## src/hw/rtl/btlpm_pkg.sv

```systemverilog
package btlpm_pkg;

    localparam int NODE_COUNT_DEFAULT = 4096;
    localparam int FIFO_DEPTH = 2;

    localparam logic OP_INSERT = 1'b0;
    localparam logic OP_LOOKUP = 1'b1;

    localparam logic [5:0] MAX_PLEN = 6'd32;

    typedef struct packed {
        logic        opcode;
        logic [31:0] ip_addr;
        logic [5:0]  prefix_len;
        logic [7:0]  next_hop;
    } cmd_t;

endpackage

```

## src/hw/rtl/btlpm_front.sv

```systemverilog
module btlpm_front
(
    input  logic               clk,
    input  logic               rst_n,
    input  logic               start,
    output logic               busy,
    input  logic               opcode,
    input  logic [31:0]        ip_addr,
    input  logic [5:0]         prefix_len,
    input  logic [7:0]         next_hop,
    output logic               cmd_valid,
    output btlpm_pkg::cmd_t    cmd,
    input  logic               cmd_pop
);

    btlpm_pkg::cmd_t fifo_reg [btlpm_pkg::FIFO_DEPTH];
    logic rd_ptr_reg, rd_ptr_next;
    logic wr_ptr_reg, wr_ptr_next;
    logic [1:0] count_reg, count_next;
    logic push;
    btlpm_pkg::cmd_t in_cmd;

    assign busy = (count_reg == 2'(btlpm_pkg::FIFO_DEPTH));
    assign push = start && !busy;
    assign cmd_valid = (count_reg != 2'd0);
    assign cmd = fifo_reg[rd_ptr_reg];

    always_comb
    begin
        in_cmd.opcode = opcode;
        in_cmd.ip_addr = ip_addr;
        in_cmd.next_hop = next_hop;
        // saturate long prefixes
        in_cmd.prefix_len = (prefix_len > btlpm_pkg::MAX_PLEN) ? btlpm_pkg::MAX_PLEN
                                                               : prefix_len;
        if (opcode == btlpm_pkg::OP_LOOKUP)
        begin
            in_cmd.prefix_len = btlpm_pkg::MAX_PLEN;
        end
    end

    always_comb
    begin
        wr_ptr_next = push ? ~wr_ptr_reg : wr_ptr_reg;
        rd_ptr_next = cmd_pop ? ~rd_ptr_reg : rd_ptr_reg;
        count_next = count_reg + 2'(push) - 2'(cmd_pop);
    end

    always_ff @(posedge clk or negedge rst_n)
    begin
        if (!rst_n)
        begin
            rd_ptr_reg <= 1'b0;
            wr_ptr_reg <= 1'b0;
            count_reg <= 2'd0;
        end
        else
        begin
            rd_ptr_reg <= rd_ptr_next;
            wr_ptr_reg <= wr_ptr_next;
            count_reg <= count_next;
        end
    end

    always_ff @(posedge clk)
    begin
        if (push)
        begin
            fifo_reg[wr_ptr_reg] <= in_cmd;
        end
    end

`ifndef SYNTHESIS
    a_no_overflow: assert property (@(posedge clk) disable iff (!rst_n)
        count_reg <= 2'(btlpm_pkg::FIFO_DEPTH)) else $error("queue overflow");
    a_no_underflow: assert property (@(posedge clk) disable iff (!rst_n)
        cmd_pop |-> cmd_valid) else $error("queue underflow");
    a_push_count: assert property (@(posedge clk) disable iff (!rst_n)
        (push && !cmd_pop) |=> count_reg == $past(count_reg) + 2'd1)
        else $error("count mismatch");
`endif

endmodule

```

## config.mk

```make
export PLATFORM = sky130hd
export DESIGN_NAME = btlpm_front
export DESIGN_NICKNAME = d
export VERILOG_FILES = /design/src/hw/rtl/btlpm_pkg.sv /design/src/hw/rtl/btlpm_front.sv
export SDC_FILE = /design/constraint.sdc
export NUM_CORES = 1
export LEC_CHECK = 0
export BUFFER_PORTS_ARGS = -buffer_cell sky130_fd_sc_hd__buf_2
export CELL_PAD_IN_SITES_DETAIL_PLACEMENT = 1
export CELL_PAD_IN_SITES_GLOBAL_PLACEMENT = 2
export CORE_UTILIZATION = 34
export DETAILED_ROUTE_END_ITERATION = 8
export PLACE_DENSITY = 0.8
export SYNTH_ARGS = -nofsm -noshare
export SYNTH_HDL_FRONTEND = slang
export SYNTH_SLANG_ARGS = --single-unit
export TNS_END_PERCENT = 1
```

## constraint.sdc

```tcl
create_clock -name clk -period 3.2 [get_ports clk]
set_clock_uncertainty 0.15 [all_clocks]
set_input_delay 0.32 -clock clk [delete_from_list [all_inputs] [get_ports clk]]
set_output_delay 0.32 -clock clk [all_outputs]
set_load 0.02 [all_outputs]
```

### After elaboration in Yosys (flattened, before gate mapping)

Memory sizes are Yosys's and may differ from the RTL's.
Cells that the tools add are included.

* muxes and demuxes: 4
* equal/unequal tests: 1
* multipliers: 0
* magnitude comparators: 1
* bitwise logic cells: 2
* add/subtract/negate cells: 2
* reduce and logical (&&, ||, !) cells: 3
* shift operators: 0
* divide/modulo/power cells: 0

Operators with widths (count)
* 6-bit two-way mux: 2
* 6-bit greater-than comparator, second input constant: 1
* 2-bit by 1-bit adder with 2-bit output: 1
* 2-bit equality test, second input constant: 1
* 1-bit two-way mux: 2
* 1-bit inverter: 2
* 2-bit nonzero test: 1
* 2-bit by 1-bit subtractor with 2-bit output: 1
* 1-bit logical AND: 1
* 1-bit logical NOT: 1

* bits of input ports: 51
* bits in read-only memories: 0
* memory bits (writable): 94
* memories kept: 1
* output and inout bits: 49
* bits in latches: 0
* word-level logic and storage cells: 17
* register bits after elaboration: 4

Memories
* fifo_reg: words 2, bits a word 47, rd ports 1, clocked after memory_dff 0, wr ports 1, line btlpm_front.sv:16 `btlpm_pkg::cmd_t fifo_reg [btlpm_pkg::FIFO_DEPTH];`

### Depth between registers and ports, before layout

Gate-level depths: netlist of run 1.

* depth after elaboration: 5
* depth in mapped cells: 7
* depth with buffers taken out: 7

### Worst setup path after synthesis of run 1

OpenSTA, ideal clock, no wires.

* kind: reg2reg
* start point: register count_reg[1]
* end point: memory fifo_reg[0][0] (netlist bit), enable pin
* arrival time: 2562 ps
* stages on the path, launching flop included: 4
* data required time: 2598 ps
* setup time: 452 ps
* path slack: 36 ps
* period minus slack after synthesis: 3164 ps
* buffers on the path: 0
* cells stage by stage: dfrtp_1 > nand2b_1 > nand2_1 > nor2_1

* word-level cells in the longest chain between the ends: 5

RTL lines
* from (decl): line btlpm_front.sv:19 `logic [1:0] count_reg, count_next;`
* from (signal assigned): line btlpm_front.sv:61 `count_reg <= count_next;`
* 2-bit equality test: line btlpm_front.sv:23 `assign busy = (count_reg == 2'(btlpm_pkg::FIFO_DEPTH));`
* 1-bit logical NOT: line btlpm_front.sv:24 `assign push = start && !busy;`
* 1-bit logical AND: line btlpm_front.sv:24
* 1-bit two-way mux: line btlpm_front.sv:67 `if (push)`
* 1-bit two-way mux (implied by the code): line btlpm_front.sv:69 `fifo_reg[wr_ptr_reg] <= in_cmd;`
* to (decl): line btlpm_front.sv:16

Every way passes these cells.

==> metrics, run 1 <==
status finished clean; Synth Net Count 223; Leak Pwr 0.00198 uW; post-CTS sizing 0; drt pass-1 iters 4; RSZ-0062 raised after global routing false; Least-Margin Pin Slew 0.616 ns; die area 11,300 sq um; multiplexer area fraction after synthesis 16.3%; Skew-Pair Late Insertion Delay 0.35 ns; flop and latch count out of synthesis 98; layout cells sized above 1 52.3%; Slowest cell on crit path dfrtp_2; die height 106 um; Nets 373; Area Overhead vs Synth 36.3%; register area share after synthesis 78.9%; slowest cell delay on critical path 0.78 ns; fin util 48.2%; Mapped Cells 170; CTS tree done; PwrDens 863 nW/um^2; Inserted Clock Buffers 9; Setup crit end kind output pin; CTS max path bufs 2; initial antenna violation count 0; Post-Synth Adder-Cell Area 0.676%; GR peak layer met2; Tcrit/Tclk final 76.0%; time the worst path needs with I/O delays and setup 2.43 ns; arrival time worst endpoint 1.96 ns; hold_buf cts 39; largest net degree at the start of global routing 39; number of flip-flops under the largest register name 94; Core Footprint 10,500 sq um; Final Setup Violations 0; DRT iter0 DRCs 41; relative slew slack 58.9%; Startpoint Class flip-flop; Routed WL per cell 14.6 um; met3 usage 4.60%; routed vias/inst 4.39; IO Port Bufs 99; Hold Crit Class in -> reg; vias in the first global route 2,178; max-slew violations 0; # fillers 1,040; setup TNS 0 ns; die width 106 um; via count 2,024; Initial Utilization 35.4%; Compound-Gate Fraction of Synth Area 0%; Syn Std Cell Area 3700 sq um; count of final hold-check violations 0; synth warn 0; non-filler cells in the finished layout 461; placed cell count 404; FMAX 0.411 GHz; Synth cell types 16; combinational family with the most area after synthesis multiplexers; post-CTS setup buffers 0; Simple-Gate Fraction of Synth Area 1.66%; Max IR drop VDD 0.510 mV; GR Util met2 22.3%; Hold WS 0.0399 ns; xor-xnor portion of the synthesized cell area 0.946%; Reg clk slew, reported paths 0.09 ns; Sink Count 98; final WL 6.75 mm; grt total ovfl 0; met1 GRT Util 14.2%; Worst Path Class, Setup reg -> out; io pins 100; FP Rows 37; Root Driver clkbuf_8; maximum fanout along the worst path 28; residual DRC count 0; Post-Syn Area per Cell 21.8 sq um; critical path cell sequence buf_12, mux2_2, buf_2; Antenna Cells 0; DP Wirelength 4.34 mm; Required @ worst endpoint 2.73 ns; Overall Global Routing Usage 12.6%; Max-Cap Viols 0; Placer Congestion 0.700; number of routed nets with antenna violations 0; htree depth 3; first-pass GRT wire length 10.6 mm
==> critical path, delay by kind of cell, from the launching register on <==
family	cells	cell delay [ns]
buf+inv	2	0.46
flops	1	0.78
mux	1	0.37
==> through the flow <==
step | power (uW) | instance area, sq um | setup WS (ns)
CTS | 4420 | 5030 | 0.725
finish | 4350 | 5050 | 0.769
detailed placement | 3430 | 4390 | 1.12
global placement | 3390 | 4390 | 1.15
floorplan | 2970 | 3700 | 0.0360
global route | 4570 | 5050 | 0.669
==> path summary, 6_finish.rpt <==
path / cells after the start / from / slack [ns] / to
setup / recovery: 3 / rd_ptr_reg / 0.77 / cmd[0]
hold / removal: 1 / opcode / 0.04 / fifo_reg[0][46]
setup reg to reg: 3 / count_reg[1] / 1.26 / fifo_reg[1][0]
hold reg to reg: 1 / count_reg[1] / 0.35 / count_reg[1]
max in group asynchronous: 2 / rst_n / 2.60 / rd_ptr_reg
min in group asynchronous: 2 / rst_n / 0.16 / count_reg[0]
==> per-layer routing <==
metal / wire length (um) / vias to the layer above
met5: 0 / -
met4: 77 / 0
met3: 356 / 8
met2: 3540 / 65
met1: 2780 / 996
li1: - / 955
==> cells in the final DEF, fill, tap and decap left out <==
master         netlist  final
dlygate4sd3_1        0     41
xnor2_1              3      3
clkbuf_8             0      9
or2_2                1      1
inv_1                3      3
and2_1               5      5
clkinv_2             0      1
nor2_4               0      1
mux2_2              27     27
edfxtp_1            94     94
buf_12               0      2
dfrtp_1              4      3
and3_2               0      1
nand2_1              1      1
buf_2                2     99
inv_6                0      3
nor2_1               2      1
dfrtp_2              0      1
xor2_1               1      1
mux2_4              20     20
buf_4                0      2
ha_1                 2      2
bufinv_16            0      3
nand2b_1             1      1
==> report_power, final <==
group / total [uW] / switching (uW) / leakage [uW] / internal [uW]
sequential: 1900 / 142 / 0.000919 / 1750
combinational: 1510 / 823 / 0.000933 / 683
clock: 952 / 425 / 0.000125 / 526
total: 4350 / 1390 / 0.00198 / 2960
==> cells by family after synthesis <==
family / count (synthesis)
muxes: 47
buffers and inverters: 8
DFF: 98
and+or+nand+nor: 11
xor gates and xnor gates: 4
adders and majority gates: 2
==> layout make-up <==
class | count | area (sq um) | share of cell area (%)
repair buffers | 144 | 961 | 19.0
multi-input cells | 64 | 734 | 14.6
flip-flops and latches | 98 | 2920 | 57.9
clock buffers | 9 | 124 | 2.45
clock inverters | 7 | 121 | 2.41
well taps | 136 | 170 | 3.37
inverters | 3 | 11.3 | 0.223
==> synthesized netlist by cell type <==
master | count | share of area [%]
edfxtp_1 | 94 | 76
mux2_2 | 27 | 8.2
mux2_4 | 20 | 8.1
and2_1 | 5 | 0.84
dfrtp_1 | 4 | 2.7
buf_6 | 3 | 0.91
inv_1 | 3 | 0.30
xnor2_1 | 3 | 0.71
buf_2 | 2 | 0.27
ha_1 | 2 | 0.68
nor2_1 | 2 | 0.20
and3_1 | 1 | 0.17
nand2_1 | 1 | 0.10
nand2b_1 | 1 | 0.17
or2_2 | 1 | 0.17
xor2_1 | 1 | 0.24
Note: power is estimated with default switching activity, not from simulation.
==> run 2: changes to the inputs <==
- clock period: 3.2 -> 1.9 ns (I/O delays scaled with it)
==> run 2 against run 1 <==
Clock-buffer cell count is 1 higher; clock power is 24% higher; via count is 4.3% higher; worst setup slack worse by 0.74 ns; routed wire length is 13% higher; die area stayed put; sequential power is 63% higher; first-iteration DRC count is 66% higher; sequential share of layout area is 3.0 points lower; cell area is 5.5% higher; critical path type unchanged; critical endpoint is now cmd[38]; largest cell class unchanged.
==> metrics, run 2 (same netlist as run 1, synthesis figures left out) <==
status finished clean; time the worst path needs with I/O delays and setup 1.87 ns; Worst Path Class, Setup reg -> out; Hold WS 0.0253 ns (-0.0146 ns); most common cell after layout, fill and taps aside edfxtp_1; FMAX 0.534 GHz; number of flip-flops under the largest register name 94 (unchanged); FP Rows 37 (unchanged); Final Cell Area 5320 sq um (+5.5%); first-pass GRT wire length 10.9 mm (+2.8%); Design Power 7620 uW (+75%); vias in the first global route 2,225 (+2.2%); maximum fanout along the worst path 7 (-75%); Final Setup Violations 0 (unchanged); via count 2,111 (+4.3%); largest net degree at the start of global routing 49 (+26%); Area Overhead vs Synth 43.7%; Nets 388 (+4.0%); Inserted Clock Buffers 9 (unchanged); Antenna Cells 0 (unchanged); DP Wirelength 4.32 mm (-0.45%); initial antenna violation count 0 (unchanged); residual DRC count 0 (unchanged); met1 wire length 3.25 mm (+17%); most frequent cells in the layout edfxtp_1, buf_2, dlygate4sd3_1; routed wl met3 246 um (-31%); Max Used Layer met4; Leak Pwr 0.00209 uW (+5.5%); Max IR drop VDD 0.667 mV (+31%); Startpoint Class flip-flop; Reg clk slew, reported paths 0.09 ns (about the same); routed vias/inst 4.43 (+1.0%); Critical R2R Capture count_reg[1]; io pins 100 (unchanged); critical path cell sequence buf_12, clkbuf_16, mux2_2, buf_6; dpl cell area 4410 sq um (+0.46%); Overall Global Routing Usage 12.8% (+0.11 points); Sink Count 98 (unchanged); RSZ-0062 raised after global routing true; R2R Path Start count_reg[1]; r2r worst-path depth 7 (+4); final WL 7.61 mm (+13%); die area 11,300 sq um (unchanged); layout cells sized above 1 51.8% (-0.54 points); Required @ worst endpoint 1.56 ns (-1.17 ns); PwrDens 1430 nW/um^2 (+66%); IO Port Bufs 99 (unchanged); Root Driver clkbuf_8; die width 106 um (unchanged); Core Footprint 10,500 sq um (unchanged); R2R setup slack 0.11 ns (-1.15 ns); Placer Congestion 0.692 (-1.2%); die height 106 um (unchanged); Max-Cap Viols 0 (unchanged); Initial Utilization 35.4% (unchanged); fin util 50.9% (+2.6 points); arrival time worst endpoint 1.53 ns (-0.43 ns); slowest cell delay on critical path 0.38 ns (-0.40 ns); grt total ovfl 0 (unchanged); count of final hold-check violations 0 (unchanged); DRT iter0 DRCs 68 (+66%); drt pass-1 iters 4 (unchanged); Least-Margin Pin Slew 0.426 ns (-0.190 ns); max-slew violations 0 (unchanged); CTS max path bufs 2 (unchanged); number of routed nets with antenna violations 0 (unchanged); Slowest cell on crit path dfrtp_2; routed length on met2 4.02 mm (+14%); Hold Crit Class in -> async; Skew-Pair Late Insertion Delay 0.34 ns (about the same); CTS tree done; relative slew slack 71.5% (+13 points); Setup crit end kind output pin; Tcrit/Tclk final 98.5%; htree depth 3 (unchanged); Routed WL per cell 16.0 um (+9.1%)
## run 2: changes by cell type in the layout (fill, tap and decap cells not counted), moves of 2 or more
cell,before,now
clkinv_4,0,2
inv_6,3,1
dlygate4sd3_1,41,48
bufinv_16,3,0
buf_4,2,6
clkbuf_16,0,3
buf_12,2,4
buf_2,99,78
buf_6,0,19
## run 2: worst max-delay path, delay by kind of cell (launching register included)
kind                   cells  cell delay, ns
buffers and inverters      3            0.46
flip-flops                 1            0.38
multiplexers               1            0.34
## run 2: timing repair
| item | in CTS | in global routing |
|---|---|---|
| buffers inserted | 0 | 1 |
| endpoints found under the setup margin | 47 | 47 |
| endpoints found under the hold margin | 97 | 0 |
| gates resized for setup | 4 | 37 |
| pin swaps | 0 | 0 |
| hold buffers | 48 | 0 |
| cloned | 0 | 6 |
## run 2: metal layers
metal	global-route usage, %	vias to the layer above
met1	14.9	1053
met3	2.82	9
li1	-	987
met5	0	-
met2	22.7	62
met4	4.76	0
## run 2: worst max-delay path by stage
stage | from | end | slack (ns) | depth (start not counted)
detailed placement | count_reg[1] | count_reg[1] | 0.16 | 7
CTS | rd_ptr_reg | cmd[46] | -0.07 | 3
floorplan | count_reg[1] | fifo_reg[1][0] | -0.32 | 2
global placement | count_reg[1] | count_reg[1] | 0.25 | 7
finish | rd_ptr_reg | cmd[38] | 0.03 | 4
global route | rd_ptr_reg | cmd[39] | -0.02 | 4
## run 2: stage by stage
step / setup TNS, ns / std cells / worst slack [ns]
after global routing: -0.307 / 476 / -0.0212
after floorplan: -15.18 / 170 / -0.323
after global placement: 0 / 405 / 0.250
after CTS: -1.82 / 469 / -0.0743
after detailed placement: 0 / 405 / 0.158
final: 0 / 476 / 0.0288
## run 2: cell type report
cell class	instances	area, sq um
clock inverters	6	42.5
well taps	136	170
clock buffers	10	128
multi-input cells	64	734
inverters	3	11.3
flip-flops and latches	98	2920
repair buffers	159	1310
fillers	1030	5140
## run 2: power breakdown
part / switching (uW) / internal (uW)
combinational: 1680 / 1670
sequential: 135 / 2950
clock: 698 / 480
==> run 3: changes to the inputs <==
--- a/config.mk
+++ b/config.mk
@@ -6,4 +6,5 @@
 export NUM_CORES = 1
 export LEC_CHECK = 0
+export ABC_AREA = 1
 export BUFFER_PORTS_ARGS = -buffer_cell sky130_fd_sc_hd__buf_2
 export CELL_PAD_IN_SITES_DETAIL_PLACEMENT = 1
==> constraint.sdc (replaced) <==
create_clock -name clk -period 1.9 [get_ports clk]
set_clock_uncertainty 0.15 [all_clocks]
set_input_delay 0.095 -clock clk [delete_from_list [all_inputs] [get_ports clk]]
set_output_delay 0.095 -clock clk [all_outputs]
set_load 0.02 [all_outputs]
==> run 3 against run 2 <==
Register-to-register slack better by 0.07 ns; non-clock buffer count is 1 lower; utilization is 1.5 points lower; synthesized cell count is 8.8% higher; synthesized area is 1.2% higher; first-iteration DRC count is 35% lower; via count is 3.4% higher; cell area is 2.6% lower; worst setup slack better by 0.097 ns; critical endpoint is now cmd[8]; highest routed layer unchanged.
==> metrics, run 3 <==
multiplexer area fraction after synthesis 16.1% (-0.20 points); Reg clk slew, reported paths 0.08 ns (about the same); Syn Std Cell Area 3750 sq um (+1.2%); largest cells by area after synthesis edfxtp_1, mux2_2, mux2_4; relative slew slack 76.6% (+5.1 points); FP Rows 37 (unchanged); Root Driver clkbuf_8; Final Setup Violations 0 (unchanged); Mapped Cells 185 (+8.8%); Synth Net Count 238 (+6.7%); CTS max path bufs 2 (unchanged); most common cell after layout, fill and taps aside buf_2; RSZ-0062 raised after global routing false; die width 107 um (+0.61%); htree depth 3 (unchanged); Initial Utilization 35.7% (+0.28 points); time the worst path needs with I/O delays and setup 1.77 ns (-0.0975 ns); critical path cell sequence buf_12, mux2_2, buf_2; vias in the first global route 2,385 (+7.2%); layout cells sized above 1 48.7% (-3.0 points); register area share after synthesis 77.9% (-0.97 points); final worst slack 0.126 ns (+0.0975 ns); Top delay family on crit path flip-flops; residual DRC count 0 (unchanged); Post-synth ARST share 4.08% (unchanged); Post-Synth Adder-Cell Area 0.667% (-0.0083 points); via count 2,183 (+3.4%); flop and latch count out of synthesis 98 (unchanged); Setup WS pre-CTS 0.198 ns (+0.0405 ns); Commonest cells post-synth edfxtp_1, mux2_2, mux2_4, inv_1, nand2_1; Leak Pwr 0.00206 uW (-1.3%); Compound-Gate Fraction of Synth Area 0.734% (+0.73 points); Nets 402 (+3.6%); Skew-Pair Late Insertion Delay 0.35 ns (about the same); grt total ovfl 0 (unchanged); Routed WL per cell 15.4 um (-3.9%); Startpoint Class flip-flop; arrival time worst endpoint 1.53 ns (about the same); largest net degree at the start of global routing 28 (-43%); die height 107 um (+0.61%); Least-Margin Pin Slew 0.348 ns (-0.0780 ns); Core Footprint 10,500 sq um (+0.44%); final WL 7.50 mm (-1.4%); Tcrit/Tclk final 93.4% (-5.1 points); drt pass-1 iters 4 (unchanged); Max-Cap Viols 0 (unchanged); most frequent cell after synthesis edfxtp_1; xor-xnor portion of the synthesized cell area 0.701% (-0.25 points); routed vias/inst 4.47 (+0.87%); Hold Crit Class in -> reg; DP Wirelength 4.85 mm (+12%); maximum fanout along the worst path 20 (+13); Overall Global Routing Usage 13.6% (+0.81 points); Synth cell types 17 (+1); combinational family with the most area after synthesis multiplexers; Slowest cell on crit path dfrtp_2; Sink Count 98 (unchanged); WP buf/inv 2 (-1); Inserted Clock Buffers 9 (unchanged); most used flip-flop cell after synthesis edfxtp_1; Post-Syn Area per Cell 20.3 sq um (-7.0%); Design Power 7240 uW (-5.0%); IO Port Bufs 99 (unchanged); share of the synthesized area in the top cell type 75.3% (-0.94 points); initial antenna violation count 1 (+1); Post-synth EDFFs 94 (unchanged); most frequent cells in the layout buf_2, edfxtp_1, dlygate4sd3_1; synth warn 0 (unchanged); max-slew violations 0 (unchanged); first-pass GRT wire length 11.5 mm (+5.5%); PwrDens 1400 nW/um^2 (-2.5%); FMAX 0.564 GHz (+5.5%); Required @ worst endpoint 1.65 ns (+0.09 ns); status finished clean; number of routed nets with antenna violations 0 (unchanged); Max IR drop VDD 0.594 mV (-11%); number of flip-flops under the largest register name 94 (unchanged); area leader, netlist edfxtp_1; Simple-Gate Fraction of Synth Area 1.87% (+0.21 points); Worst Path Class, Setup reg -> out; io pins 100 (unchanged); count of final hold-check violations 0 (unchanged); DRT iter0 DRCs 44 (-35%); Area Overhead vs Synth 38.3%; die area 11,500 sq um (+1.2%); slowest cell delay on critical path 0.45 ns (+0.07 ns); Setup crit end kind output pin; Placer Congestion 0.650 (-6.0%); CTS tree done
==> run 3: logic make-up after synthesis <==
kind of cell               Yosys count
DFF                                 98
xor gates and xnor gates             3
AOI/OAI and AO/OA                    5
buffers and inverters               13
muxes                               47
and+or+nand+nor                     17
adders and majority gates            2
==> run 3: cell type report <==
class | instances | area, sq um
well taps | 136 | 170
clock inverters | 3 | 67.6
multi-input cells | 74 | 761
repair buffers | 158 | 1100
fillers | 1035 | 5320
flip-flops and latches | 98 | 2920
inverters | 8 | 30.0
clock buffers | 10 | 128
diodes | 1 | 2.50
==> run 3: worst reg2reg max path: cells and delay by family (launching register included) <==
family	cells	cell delay (ns)
buffers and inverters	3	0.20
AND/OR/NAND/NOR	2	0.09
AO/OA/AOI/OAI	1	0.31
flip-flops	1	0.42
adder cells (fa/ha/maj)	2	0.45
==> run 3: repair_timing <==
item / in CTS / in global routing
hold buffers: 51 / 0
buffers inserted: 1 / 0
setup endpoints to repair: 19 / 0
hold endpoints to repair: 100 / 0
resized for setup: 0 / 0
==> run 3: routing by layer <==
layer  track usage, %  wire length [um]  vias to the layer above
met1             14.2              2810                     1081
met2             25.6              4170                       69
met4             4.99               104                        0
met5                0                 0                        -
li1                 -                 -                     1024
met3             3.83               412                        9
==> run 3: worst paths after layout <==
| kind | startpoint | endpoint | slack [ns] | depth (start not counted) |
|---|---|---|---|---|
| max | rd_ptr_reg | cmd[8] | 0.13 | 3 |
| min | prefix_len[0] | fifo_reg[1][9] | 0.09 | 4 |
| max reg2reg | count_reg[1] | count_reg[1] | 0.18 | 8 |
| min reg2reg | wr_ptr_reg | wr_ptr_reg | 0.36 | 2 |
| max in group asynchronous | rst_n | rd_ptr_reg | 0.91 | 3 |
| min in group asynchronous | rst_n | count_reg[0] | 0.49 | 3 |
==> run 3: report_power, final <==
group | internal [uW] | switching [uW] | total (uW)
logic | 1220 | 1550 | 2770
clock network | 721 | 650 | 1370
registers | 2940 | 151 | 3100
==> run 3: through the flow <==
stage                     util [%]  TNS [ns]  area, sq um  hold WS [ns]  instances
after floorplan                  -     -8.24         3760        -0.351        185
final                         49.4         0         5190        0.0923        488
after global placement        42.5         0         4470        -0.238        422
after detailed placement      42.5         0         4470        -0.235        422
after CTS                     49.3         0         5180        0.0798        487
after global routing          49.3         0         5180         0.102        487
